## src/rtl/mtnep_pkg.sv

```systemverilog
// Package with the event type and field widths of the track event parser.
package mtnep_pkg;

	localparam int TickW = 32;
	localparam int NoteW = 7;
	localparam int VlqW  = 28;

	typedef struct packed {
		logic             valid;
		logic [TickW-1:0] tick;
		logic [NoteW-1:0] note_number;
		logic             pressed;
	} note_evt_t;

endpackage

```

## src/rtl/mtnep_parser.sv

```systemverilog
// Byte-wise track parser state and its combinational next-state logic.
module mtnep_parser (
	input  logic                  clk,
	input  logic                  arst_n,
	input  logic                  take,
	input  logic [7:0]            track_byte,
	input  logic                  end_of_track,
	output mtnep_pkg::note_evt_t  evt
);

	localparam logic [2:0] PH_DELTA     = 3'd0;
	localparam logic [2:0] PH_STATUS    = 3'd1;
	localparam logic [2:0] PH_DATA      = 3'd2;
	localparam logic [2:0] PH_META_TYPE = 3'd3;
	localparam logic [2:0] PH_LEN       = 3'd4;
	localparam logic [2:0] PH_SKIP      = 3'd5;

	localparam logic [3:0] KIND_OFF  = 4'h8;
	localparam logic [3:0] KIND_ON   = 4'h9;
	localparam logic [3:0] KIND_PROG = 4'hC;
	localparam logic [3:0] KIND_PRES = 4'hD;
	localparam logic [3:0] KIND_SYS  = 4'hF;
	localparam logic [7:0] ST_META   = 8'hFF;
	localparam logic [7:0] ST_SYSEX  = 8'hF0;
	localparam logic [7:0] ST_ESC    = 8'hF7;

	logic [2:0]                 phase_q, phase_d;
	logic [mtnep_pkg::TickW-1:0] tick_q, tick_d;
	logic [mtnep_pkg::VlqW-1:0]  delta_q, delta_d;
	logic [7:0]                 rs_q, rs_d;
	logic [1:0]                 left_q, left_d;
	logic [mtnep_pkg::NoteW-1:0] held_q, held_d;
	logic [mtnep_pkg::VlqW-1:0]  skip_q, skip_d;
	logic                       halt_q, halt_d;
	logic [mtnep_pkg::VlqW-1:0]  delta_sh, skip_sh, skip_dec;
	logic [3:0]                 rs_kind, b_kind;

	assign delta_sh = {delta_q[mtnep_pkg::VlqW-8:0], track_byte[6:0]};
	assign skip_sh  = {skip_q[mtnep_pkg::VlqW-8:0], track_byte[6:0]};
	assign skip_dec = skip_q - mtnep_pkg::VlqW'(1);
	assign rs_kind  = rs_q[7:4];
	assign b_kind   = track_byte[7:4];

	always_comb begin
		phase_d = phase_q;
		tick_d  = tick_q;
		delta_d = delta_q;
		rs_d    = rs_q;
		left_d  = left_q;
		held_d  = held_q;
		skip_d  = skip_q;
		halt_d  = halt_q;
		evt     = '0;
		evt.tick        = tick_q;
		evt.note_number = held_q;
		evt.pressed     = (rs_kind == KIND_ON);
		if (!halt_q) begin
			case (phase_q)
				PH_STATUS: begin
					if (!track_byte[7]) begin
						if (rs_q[7] && rs_kind != KIND_SYS) begin
							if (rs_kind == KIND_PROG || rs_kind == KIND_PRES) begin
								left_d  = 2'd0;
								phase_d = PH_DELTA;
							end else begin
								held_d  = track_byte[6:0];
								left_d  = 2'd1;
								phase_d = PH_DATA;
							end
						end else begin
							phase_d = PH_DELTA;
						end
					end else if (b_kind != KIND_SYS) begin
						rs_d    = track_byte;
						left_d  = (b_kind == KIND_PROG || b_kind == KIND_PRES) ? 2'd1 : 2'd2;
						phase_d = PH_DATA;
					end else if (track_byte == ST_META) begin
						rs_d    = '0;
						phase_d = PH_META_TYPE;
					end else if (track_byte == ST_SYSEX || track_byte == ST_ESC) begin
						rs_d    = '0;
						skip_d  = '0;
						phase_d = PH_LEN;
					end else begin
						halt_d = 1'b1;
					end
				end
				PH_DATA: begin
					if (left_q == 2'd2) begin
						held_d = track_byte[6:0];
						left_d = 2'd1;
					end else begin
						left_d    = 2'd0;
						phase_d   = PH_DELTA;
						evt.valid = (rs_kind == KIND_OFF || rs_kind == KIND_ON);
					end
				end
				PH_META_TYPE: begin
					skip_d  = '0;
					phase_d = PH_LEN;
				end
				PH_LEN: begin
					skip_d = skip_sh;
					if (!track_byte[7]) begin
						phase_d = (skip_sh == '0) ? PH_DELTA : PH_SKIP;
					end
				end
				PH_SKIP: begin
					skip_d = skip_dec;
					if (skip_dec == '0) begin
						phase_d = PH_DELTA;
					end
				end
				default: begin
					if (!track_byte[7]) begin
						tick_d  = tick_q + mtnep_pkg::TickW'(delta_sh);
						delta_d = '0;
						phase_d = PH_STATUS;
					end else begin
						delta_d = delta_sh;
						phase_d = PH_DELTA;
					end
				end
			endcase
		end
	end

	always_ff @(posedge clk or negedge arst_n) begin
		if (!arst_n) begin
			phase_q <= PH_DELTA;
			tick_q  <= '0;
			delta_q <= '0;
			rs_q    <= '0;
			left_q  <= '0;
			held_q  <= '0;
			skip_q  <= '0;
			halt_q  <= 1'b0;
		end else if (take) begin
			if (end_of_track) begin
				phase_q <= PH_DELTA;
				tick_q  <= '0;
				delta_q <= '0;
				rs_q    <= '0;
				left_q  <= '0;
				held_q  <= '0;
				skip_q  <= '0;
				halt_q  <= 1'b0;
			end else begin
				phase_q <= phase_d;
				tick_q  <= tick_d;
				delta_q <= delta_d;
				rs_q    <= rs_d;
				left_q  <= left_d;
				held_q  <= held_d;
				skip_q  <= skip_d;
				halt_q  <= halt_d;
			end
		end
	end

endmodule

```

## src/rtl/midi_track_note_event_parser_core.sv

```systemverilog
// Top level of the track note event parser: stream ports and result register.
//
// Channel  Dir  Fields (tdata low bit up)               Side fields
// s_       in   track_byte[7:0]                         tlast = end_of_track
// m_       out  tick[31:0], note_number[38:32], pad[39] tuser = pressed
//
// One byte is accepted per clock while s_tready is high and is parsed in
// that cycle; a completed note event is on the master side next cycle.
// The only stall path is the result register: s_tready drops while an
// event waits and m_tready is low. Reset clears all parser state and the
// result valid flag; tlast on a byte clears the state after that byte.
module midi_track_note_event_parser_core (
	input  logic        clk,
	input  logic        arst_n,
	input  logic        s_tvalid,
	output logic        s_tready,
	input  logic [7:0]  s_tdata,   // track_byte[7:0]
	input  logic        s_tlast,
	output logic        m_tvalid,
	input  logic        m_tready,
	output logic [39:0] m_tdata,   // tick[31:0], note_number[38:32], zero[39]
	output logic        m_tuser    // pressed
);

	mtnep_pkg::note_evt_t evt;
	logic                 take;
	logic                 out_v_q;
	logic [39:0]          out_data_q;
	logic                 out_user_q;

	assign s_tready = !out_v_q || m_tready;
	assign take     = s_tvalid && s_tready;

	mtnep_parser u_parser (
		.clk          (clk),
		.arst_n       (arst_n),
		.take         (take),
		.track_byte   (s_tdata),
		.end_of_track (s_tlast),
		.evt          (evt)
	);

	always_ff @(posedge clk or negedge arst_n) begin
		if (!arst_n) begin
			out_v_q <= 1'b0;
		end else if (s_tready) begin
			out_v_q <= take && evt.valid;
		end
	end

	always_ff @(posedge clk) begin
		if (take && evt.valid && s_tready) begin
			out_data_q <= {1'b0, evt.note_number, evt.tick};
			out_user_q <= evt.pressed;
		end
	end

	assign m_tvalid = out_v_q;
	assign m_tdata  = out_data_q;
	assign m_tuser  = out_user_q;

endmodule

```

## config.mk

```make
export PLATFORM = sky130hd
export DESIGN_NAME = midi_track_note_event_parser_core
export DESIGN_NICKNAME = d
export VERILOG_FILES = /design/src/rtl/mtnep_pkg.sv /design/src/rtl/mtnep_parser.sv /design/src/rtl/midi_track_note_event_parser_core.sv
export SDC_FILE = /design/constraint.sdc
export NUM_CORES = 1
export LEC_CHECK = 0
export ABC_AREA = 1
export BUFFER_PORTS_ARGS = -buffer_cell sky130_fd_sc_hd__buf_2
export CORE_ASPECT_RATIO = 1.1
export CORE_MARGIN = 3
export CORE_UTILIZATION = 49
export DETAILED_ROUTE_END_ITERATION = 8
export MAX_ROUTING_LAYER = met4
export PLACE_DENSITY = 0.67
export SKIP_LAST_GASP = 1
export SLEW_MARGIN = 20
export SYNTH_ARGS = -nofsm -noshare
export SYNTH_HDL_FRONTEND = slang
export SYNTH_SLANG_ARGS = --single-unit
```

## constraint.sdc

```tcl
create_clock -name clk -period 5.6 [get_ports clk]
set_input_delay 0.56 -clock clk [delete_from_list [all_inputs] [get_ports clk]]
set_output_delay 0.56 -clock clk [all_outputs]
set_load 0.03 [all_outputs]
```

==> impl_metrics.toml <==
[drt]
ant_nets = 0
route.met2.wl_um = 10800
drt-wirelength-per-cell_um = 16.3
drc = 0
m1WireLength_um = 9020
drt_iter0_drc = 424
dr_total_vias = 7410
vias_per_cell = 5.63
wl_met3_um = 907
highest_layer = "met4"
drtPass1Iterations = 6
drt_wl_total_um = 21400

[pwr]
finalPower_mw = 4.20
peakVddDrop_v = 0.000232
power.density_nw_per_um2 = 460
leakage_nw = 4.35

[critical_path]
critPathLaunch = "s_tlast"
cpMaxStageDelayCell = "inv_1"
critical_path.top_delay_family = "buffers and inverters"
cpPeakStageDelay_ns = 0.51
r2r_start = "u_parser.phase_q[1]"
cp.required_ns = 5.95
cp.buffers_inverters = 5
cp.arrival_ns = 3.26
endpoint_kind = "flop"
path_cells = "buf_2 -> inv_2 -> a21oi_1 -> inv_1 -> nor2_4 -> buf_4 -> nand2_1 -> inv_1 -> nand2_1 -> o21ai_0"
cp_max_fo = 43
critPathLaunchType = "input port"
path_class = "in -> reg"

[synth]
syn_area_um2 = 8100
synth_top_area_share_pct = 30.6
synth_seq_cells = 139
yosys.cell_types.count = 47
syn_nets = 1091
synth_edf_count = 40
syn-instance-count = 1047
async_flop_share_pct = 71.2
synth_area_leaders = "dfrtp_1, edfxtp_1, nand2_1, nor2_1, a21oi_1"
yosysSeqAreaShare_pct = 45.4
yosys_warnings = 0
synth_top_area_cell = "dfrtp_1"
avgSynthCellArea_um2 = 7.74
synthFlopType = "dfrtp_1"

[sta]
max_slew_margin_pct = 33.8
tns_ns = 0
slew_viol_final = 0
hold_viol = 0
rsz0062_at_grt = "no"
setup_violations = 0
layout_min_cycle_time_ns = 2.91
clock_skew_ns = 0.00930
min_period_over_period_pct = 52.0
worst_slew_pin_slew_ns = 0.993
max_freq_ghz = 0.343
hold_ws_ns = 0.297
setup_ws_ns = 2.69

[outcome]
run_status = "finished, final reports clean"

[finish]
final-seq-area_um2 = 3680
final_cells = 1315
area_growth_syn_to_layout_pct = 12.7
design_area_um2 = 9130
drive_gt1_share_pct = 10.9
insertedDiodeCount = 0
num-fill-cells = 1507
finish.utilization_pct = 57.2
multi_input_area_um2 = 3960
fin_nets = 1146

[grt]
grt_start_max_net_pins = 76
grt_pass1_vias = 6986
antenna_found_initial = 0
track_usage_pct = 25.1
grt-ovfl-total = 0
grt_pass1_wl_um = 35000

[die]
start_util_pct = 50.7
num_rows = 48
die_h_um = 141
dieArea_um2 = 18100
die_w_um = 129
ios = 56
core_um2 = 16000

[clock_network]
ctsResizeCount = 0
post_cts_buffers = 0
cts_tree = "yes"
cts_buffers = 17
ctsHoldBuffers = 0
cts.htree.levels = 4
clock_sinks = 139
cts_buffer_depth = 2
clk_pin_slew_ns = 0.06
cts-root-buf = "clkbuf_16"
clk_latency_ns = 0.43

[place]
place_area_um2 = 8550
hpwl_um = 15900
placed_cells = 1282
place.gp.congestion = 0.950
pre_cts_slack_ns = 2.27
numPortBuffers = 54

[run]
maxCapViolCount = 0

[hold_path]
hp-class = "in -> async"
-- path summary, 6_finish.rpt --
path | to | slack [ns] | cells past startpoint
setup / recovery | u_parser.tick_q[15] | 2.69 | 10
hold / removal | u_parser.tick_q[15] | 0.30 | 1
setup reg to reg | u_parser.tick_q[15] | 2.71 | 11
hold reg to reg | m_tdata[37] | 0.45 | 0
max in group asynchronous | u_parser.skip_q[23] | 4.41 | 2
min in group clk | m_tvalid | 0.45 | 4
-- kinds of logic after synthesis --
group                    Yosys count  share of synthesized area (%)
AO/OA/AOI/OAI                    233                           16.3
adder cells (fa/ha/maj)           31                           4.88
buffers and inverters            119                           5.82
other                              1                         0.0463
XOR/XNOR                           5                          0.541
flip-flops                       139                           45.4
AND/OR/NAND/NOR                  519                           27.0
-- state kept, by name, indices dropped and copies added, names as in the netlist --
register / cells
m_tdata: 39
u_parser.tick_q: 32
u_parser.skip_q: 28
u_parser.delta_q: 21
u_parser.held_q: 7
u_parser.rs_q: 4
u_parser.phase_q: 3
u_parser.left_q: 2
m_tuser: 1
m_tvalid: 1
u_parser.halt_q: 1
-- cell usage after synthesis, types with 2 or more instances --
cell type  count
edfxtp_1      40
nor3_1         9
or2_2          2
nor2_4         3
nand3_1       55
nor2_2         5
nor3_2         2
o31ai_2        2
xor2_1         2
nor2_1       149
buf_1          4
o21ai_0       72
ha_1          30
nand3_2        5
a21oi_1       92
nand2_2        4
a31oi_1        4
a22oi_1       16
o31ai_1        2
clkbuf_1       8
buf_4          2
inv_1         88
nor4_1         2
a22o_1         2
o21ai_1        6
inv_2          6
clkinv_1       2
a21o_1         5
nand3b_1       2
nand2_1      264
o22ai_1       20
o41ai_1        2
dfrtp_1       99
buf_2          8
o21a_1         4
xnor2_1        3
nand4_1       16
-- metal layers --
layer / up-vias / track usage (%)
li1: 3676 / -
met1: 3486 / 30.8
met2: 205 / 42.1
met3: 43 / 3.41
met4: 0 / 9.84
met5: - / -
-- power by group --
| group | internal, mW | switching [mW] |
|---|---|---|
| clock network | 0.601 | 0.463 |
| registers | 1.28 | 0.204 |
| logic | 0.545 | 1.11 |
-- cell type report --
type	count	area share [%]
Clock buffer	19	4.97
Sequential cell	139	40.3
Clock inverter	13	1.16
Inverter	96	3.95
Timing Repair Buffer	59	3.54
Tap cell	200	2.74
Multi-Input combinational cell	789	43.4
-- layout by cell type, fill, tap and decap left out, drive strengths merged, types with 2 or more instances in the layout --
cell type,count
a21o,5
a21oi,92
a22o,2
a22oi,16
a31oi,4
buf,59
clkbuf,19
clkinv,10
dfrtp,99
edfxtp,40
ha,30
inv,99
nand2,268
nand3,60
nand3b,2
nand4,16
nor2,157
nor3,12
nor4,2
o21a,4
o21ai,78
o22ai,20
o31ai,4
o41ai,2
or2,2
xnor2,3
xor2,2
No activity file was read; power rests on OpenSTA's default activity.
